**config.mk**
```make
export PLATFORM = sky130hd
export DESIGN_NAME = sbm_front
export DESIGN_NICKNAME = d
export VERILOG_FILES = /design/src/separable_box_mean_filter_rgb_defines.svh /design/src/sbm_pkg.sv /design/src/sbm_front.sv
export SDC_FILE = /design/constraint.sdc
export NUM_CORES = 1
export LEC_CHECK = 0
export ABC_CLOCK_PERIOD_IN_PS = 2150
export BUFFER_PORTS_ARGS = -buffer_cell sky130_fd_sc_hd__buf_2
export CAP_MARGIN = 15
export CORE_MARGIN = 4
export CORE_UTILIZATION = 46
export CTS_CLUSTER_DIAMETER = 100
export DETAILED_ROUTE_END_ITERATION = 8
export GPL_TIMING_DRIVEN = 1
export PLACE_DENSITY = 0.72
export SETUP_SLACK_MARGIN = 0.1
export SKIP_LAST_GASP = 1
export SLEW_MARGIN = 20
export SYNTH_ARGS = -nofsm -noshare
export SYNTH_HDL_FRONTEND = slang
export SYNTH_SLANG_ARGS = --single-unit
```
**constraint.sdc**
```tcl
create_clock -name aclk -period 2.15 [get_ports aclk]
set_input_delay 0.215 -clock aclk [delete_from_list [all_inputs] [get_ports aclk]]
set_output_delay 0.215 -clock aclk [all_outputs]
set_load 0.02 [all_outputs]
```
**src/separable_box_mean_filter_rgb_defines.svh**
```systemverilog
// ----------------------------------------------------------------------------
// assertion macros for the separable box mean filter
// concurrent checks that compile away when SYNTHESIS is defined
// ----------------------------------------------------------------------------
`ifndef SEPARABLE_BOX_MEAN_FILTER_RGB_DEFINES_SVH
`define SEPARABLE_BOX_MEAN_FILTER_RGB_DEFINES_SVH
`ifndef SYNTHESIS
// same-cycle implication
`define SBM_ASSERT_NOW(lbl, clk, rstn, ante, cons) \
    lbl: assert property (@(posedge clk) disable iff (!rstn) (ante) |-> (cons)) \
        else $error("sbm assertion failed");
// next-cycle implication
`define SBM_ASSERT_NEXT(lbl, clk, rstn, ante, cons) \
    lbl: assert property (@(posedge clk) disable iff (!rstn) (ante) |=> (cons)) \
        else $error("sbm assertion failed");
`else
`define SBM_ASSERT_NOW(lbl, clk, rstn, ante, cons)
`define SBM_ASSERT_NEXT(lbl, clk, rstn, ante, cons)
`endif
`endif

```
**src/sbm_pkg.sv**
```systemverilog
// ----------------------------------------------------------------------------
// sbm_pkg
// shared types, constants and helpers of the box mean filter
// ----------------------------------------------------------------------------
`timescale 1ns / 1ps
`default_nettype none
package sbm_pkg;

    localparam int MAX_WIDTH  = 1024;
    localparam int MAX_HEIGHT = 1024;
    localparam int MAX_MASK   = 15;

    localparam int DIM_W     = 11;                    // config width/height registers
    localparam int COL_W     = $clog2(MAX_WIDTH);
    localparam int ROW_W     = $clog2(MAX_HEIGHT);
    localparam int MASK_W    = 4;
    localparam int SIDE_W    = MASK_W - 1;
    localparam int RING_ROWS = 2 * (MAX_MASK / 2) + 2;
    localparam int RING_BITS = $clog2(RING_ROWS);
    localparam int WIN_DEPTH = MAX_MASK + 1;
    localparam int WIN_BITS  = $clog2(WIN_DEPTH);
    localparam int SUM_W     = 12;                    // up to 15 * 255
    localparam int RECIP_W   = 17;
    localparam int RECIP_SH  = 16;
    localparam int PROD_W    = SUM_W + RECIP_W;
    localparam int PIX_W     = 24;

    localparam logic [1:0] CFG_WIDTH  = 2'd0;
    localparam logic [1:0] CFG_HEIGHT = 2'd1;
    localparam logic [1:0] CFG_MASK   = 2'd2;

    typedef enum logic {
        KIND_PIXEL = 1'b0,
        KIND_DRAIN = 1'b1
    } sbm_kind_t;

    typedef struct packed {
        sbm_kind_t  kind;
        logic [7:0] blue;
        logic [7:0] green;
        logic [7:0] red;
    } sbm_item_t;

    typedef struct packed {
        logic [DIM_W-1:0]  width;
        logic [DIM_W-1:0]  height;
        logic [MASK_W-1:0] mask;
        logic [SIDE_W-1:0] side;
        logic              clear;
    } sbm_cfg_t;

    typedef struct packed {
        logic busy;
    } sbm_stat_t;

    typedef enum logic [2:0] {
        ST_IDLE,
        ST_HSUM,
        ST_MUL,
        ST_HWR,
        ST_CHECK,
        ST_VSUM,
        ST_VLAST,
        ST_OUT
    } sbm_state_t;

    // ceil(2^16 / m), exact for sums below 2^12
    function automatic logic [RECIP_W-1:0] recip(input logic [MASK_W-1:0] m);
        logic [RECIP_W-1:0] r;
        case (m)
            4'd1:    r = 17'd65536;
            4'd2:    r = 17'd32768;
            4'd3:    r = 17'd21846;
            4'd4:    r = 17'd16384;
            4'd5:    r = 17'd13108;
            4'd6:    r = 17'd10923;
            4'd7:    r = 17'd9363;
            4'd8:    r = 17'd8192;
            4'd9:    r = 17'd7282;
            4'd10:   r = 17'd6554;
            4'd11:   r = 17'd5958;
            4'd12:   r = 17'd5462;
            4'd13:   r = 17'd5042;
            4'd14:   r = 17'd4682;
            4'd15:   r = 17'd4370;
            default: r = 17'd65536;
        endcase
        return r;
    endfunction

    function automatic logic [7:0] sat8(input logic [PROD_W-1:0] p);
        logic [PROD_W-RECIP_SH-1:0] q;
        q = p[PROD_W-1:RECIP_SH];
        return (q > 13'd255) ? 8'd255 : q[7:0];
    endfunction

endpackage
`default_nettype wire

```
**src/sbm_front.sv**
```systemverilog
// ----------------------------------------------------------------------------
// sbm_front
// accepts beats, tags them pixel or drain, holds them in a two-entry queue
// ----------------------------------------------------------------------------
`timescale 1ns / 1ps
`default_nettype none
module sbm_front import sbm_pkg::*; (
    input  wire logic        aclk,
    input  wire logic        aresetn,
    input  wire logic        s_tvalid,
    output logic             s_tready,
    input  wire logic [23:0] s_tdata,
    input  wire logic        s_tuser,
    output logic             q_valid,
    output sbm_item_t        q_item,
    input  wire logic        q_pop
);

    sbm_item_t  slot_reg [2];
    logic       wr_ptr_reg, wr_ptr_next;
    logic       rd_ptr_reg, rd_ptr_next;
    logic [1:0] count_reg, count_next;
    logic       push;
    logic       pop;
    sbm_item_t  in_item;

    assign s_tready = (count_reg != 2'd2);
    assign push     = s_tvalid && s_tready;
    assign q_valid  = (count_reg != 2'd0);
    assign pop      = q_pop && q_valid;
    assign q_item   = slot_reg[rd_ptr_reg];

    always_comb begin
        in_item.kind  = s_tuser ? KIND_DRAIN : KIND_PIXEL;
        in_item.red   = s_tdata[7:0];
        in_item.green = s_tdata[15:8];
        in_item.blue  = s_tdata[23:16];
        wr_ptr_next   = push ? ~wr_ptr_reg : wr_ptr_reg;
        rd_ptr_next   = pop ? ~rd_ptr_reg : rd_ptr_reg;
        count_next    = count_reg + {1'b0, push} - {1'b0, pop};
    end

    always_ff @(posedge aclk) begin
        if (!aresetn) begin
            wr_ptr_reg <= 1'b0;
            rd_ptr_reg <= 1'b0;
            count_reg  <= 2'd0;
        end else begin
            wr_ptr_reg <= wr_ptr_next;
            rd_ptr_reg <= rd_ptr_next;
            count_reg  <= count_next;
        end
    end

    always_ff @(posedge aclk) begin
        if (push) begin
            slot_reg[wr_ptr_reg] <= in_item;
        end
    end

endmodule
`default_nettype wire

```
==> impl_results.md <==
- Synth Instances: ~100
- Vias in the first global route: between 1000 and 1500
- Top Usage Layer GRT: met2
- Sw Share: 0.281
- Synth cell types: 18
- Crit start category: flop
- CP peak stage delay: approximately 0.4 ns
- # DRC: 0
- Worst setup startpoint: count_reg[0]
- Final period utilization: 0.792
- ANT cells: 0
- Asr flop ratio synth: 0
- Crit Path Max Fanout: 4
- Final wirelength: roughly 3.5 mm
- Critical Path Sink Type: flop
- Critical path arrival: 1.90 ns
- Met3 Use GR: 0.0414
- Share of cells above drive strength 1: 0.569
- Met2 global-route usage: 0.221
- HP Start: s_tdata[1]
- Routed len/inst: 15.9 um
- Syn_area_per_cell: between 20 and 25 um2
- I/O Buffers: 55
- Yosys top cell by area: edfxtp_1
- R2r setup slk: around 0.45 ns
- Comb pwr share: 0.308
- Final hold vios: 0
- Post-CTS setup buffer count: 0
- CP max stage cell: dfxtp_1
- Power share of the clock group: 0.247
- Gr usage total: 0.120
- Post-Syn Area: between 2000 and 2500 um2
- Seq/Total Area, Yosys: 0.747
- Post-synth net total: 133
- Clock root buffer: clkbuf_8
- Switching Power: 0.000883 W
- GPL Wtd Cong: between 0.7 and 0.8
- Most frequent cell after synthesis: edfxtp_1
- Seq cells post-synth: between 50 and 60
- HPWL Detailed: around 2.5 mm
- Run status: finished clean
- Sequential power share: 0.446
- Ys Warns: 0
- CTS resizes: 0
- RSZ-0062 raised after global routing: no
- Fmax: approximately 590 MHz
- Initial core utilization: 0.483
- Critical path, cell by cell: nand2b_1 -> nand2_1 -> ha_1 -> inv_1 -> ha_1 -> xnor2_1 -> xnor2_1 -> and2_1
- First-pass GRT wire length: ~5.5 mm
- Filler cell count: approximately 350
- RR Startpoint: count_reg[0]
- Longest Clk Path Bufs: 2
- EDFF count, synth: 50
- Kind of cell adding the most delay to the critical path: adder cells
- CP required: roughly 2.4 ns
- Worst-margin pin slew: 0.493 ns
- Pre-CTS setup slack: 0.451 ns
- Hold crit path type: in2reg
- Pwr dens: approximately 1200 nW/um2
- Lkg Pwr: around 1.0 nW
- First-iteration detailed-routing DRC count: 43
- Final Max Slew Viols: 0
- Int Pwr: roughly 0.0023 W
- TritonCTS clock tree: yes
- Via/cell ratio: 4.90
- Yosys top cell area share: 0.700
- Skew-Pair Late Insertion Delay: approximately 0.30 ns
- Top cells by area, synth: edfxtp_1 (70%), mux2_4 (14%), dfxtp_1 (4.7%)
- CTS sink cnt: 55
- I/O Pins: 56
- Largest net degree at the start of global routing: 18
- Max VDD drop: ~0.00067 V
- Initial antenna violation count: 0
- Max reg flops: 50
- Clock-pin slew on the worst setup and hold paths: about 0.09 ns
- Clock Skew: 0.00673 ns
- Die span in x: 76.3 um
- Final setup fails: 0
- Worst path bufs/invs: 1
- Smallest hold slack: 0.0985 ns
- Final worst path period need: between 1.5 and 2 ns
- Die area: around 5800 um2
- Kind of critical path: reg2reg
- Vias post-DR: between 1000 and 1500
- Slew HR: 0.671
- Core area: 4440 um2
- Final net count: around 200
- Post-synth top cells: edfxtp_1 (50), mux2_4 (20), dfxtp_1 (5), mux2_2 (5), xnor2_1 (3)
- TritonCTS buffer count: 5
- Main synth FF type: edfxtp_1
- GR Util met1: 0.131
- Die Height: around 76 um
- CTS Hold Bufs: 0
- Cell row count: 24
- Synth-to-Final Area Change: 22.1%
- Final setup TNS: 0 ns
- Max-Cap Viols: 0
- Gr ovfl total: 0
- Htree depth: 2
- Number of iterations in the first detailed-routing pass: 4
- Setup WS post-layout: 0.447 ns
- Final ANT Viol Nets: 0
[cells by family after synthesis]
kind of cell,Yosys count,synth area share
AO/OA/AOI/OAI,1,0.00408
XOR/XNOR,3,0.0123
adder cells (fa/ha/maj),2,0.0117
buffers and inverters,4,0.0257
flip-flops,55,0.747
multiplexers,26,0.171
AND/OR/NAND/NOR,11,0.0286
[power by group through the flow]
stage | Clock [W] | Sequential [W] | Combinational [W]
6_report | 0.000775 | 0.00140 | 0.000966
5_1_grt | 0.000831 | 0.00142 | 0.00104
4_1_cts | 0.000789 | 0.00140 | 0.000989
3_5_place_dp | 0 | 0.00143 | 0.000988
3_3_place_gp | 0 | 0.00141 | 0.000960
2_1_floorplan | 0 | 0.00141 | 0.000759
[layer usage]
layer	vias to the layer above	wire length, um
li1	510	-
met1	531	1390
met2	31	1900
met3	2	165
met4	0	14
met5	-	0
[cell usage in the layout (no fill, tap or decap), drive strengths merged]
cell type and instances:
dfxtp 5, nand2 2, and2 2, nor2b 2, ha 2, nor2 1, clkbuf 6, and3 1
or2 1, mux2i 1, mux2 25, edfxtp 50, buf 60, inv 1, xnor2 3, bufinv 2
nand2b 2, o21a 1
[layout make-up]
cell class / instances / area [um2] / share of cell area
clock inverter: 2 / 60.1 / 0.0229
inverter: 1 / 3.75 / 0.00143
clock buffer: 6 / 72.6 / 0.0277
sequential: 55 / 1600 / 0.612
multi-input combinational: 43 / 490 / 0.187
timing repair buffer: 60 / 325 / 0.124
tap: 52 / 65.1 / 0.0248
[path summary, 6_finish.rpt]
check | cells past startpoint | endpoint
setup / recovery | 8 | count_reg[1]
hold / removal | 1 | slot_reg[0][1]
hold reg to reg | 2 | wr_ptr_reg
setup reg to reg | 8 | count_reg[1]
[through the flow]
| step | util | area, um2 | std cells | power (W) |
|---|---|---|---|---|
| 6_report | 0.589 | 2620 | 219 | 0.00314 |
| 5_1_grt | 0.589 | 2620 | 219 | 0.00328 |
| 4_1_cts | 0.589 | 2620 | 219 | 0.00318 |
| 3_5_place_dp | 0.559 | 2490 | 211 | 0.00241 |
| 3_3_place_gp | 0.559 | 2490 | 211 | 0.00237 |
| 2_1_floorplan | - | 2150 | 102 | 0.00217 |
[worst reg2reg max path, cell delays in order, from the launching register on]
cell	delay, ns
dfxtp_1	0.39
nand2b_1	0.17
nand2_1	0.13
ha_1	0.30
inv_1	0.04
ha_1	0.17
xnor2_1	0.14
xnor2_1	0.13
and2_1	0.15
No activity file was read; power rests on OpenSTA's default activity.
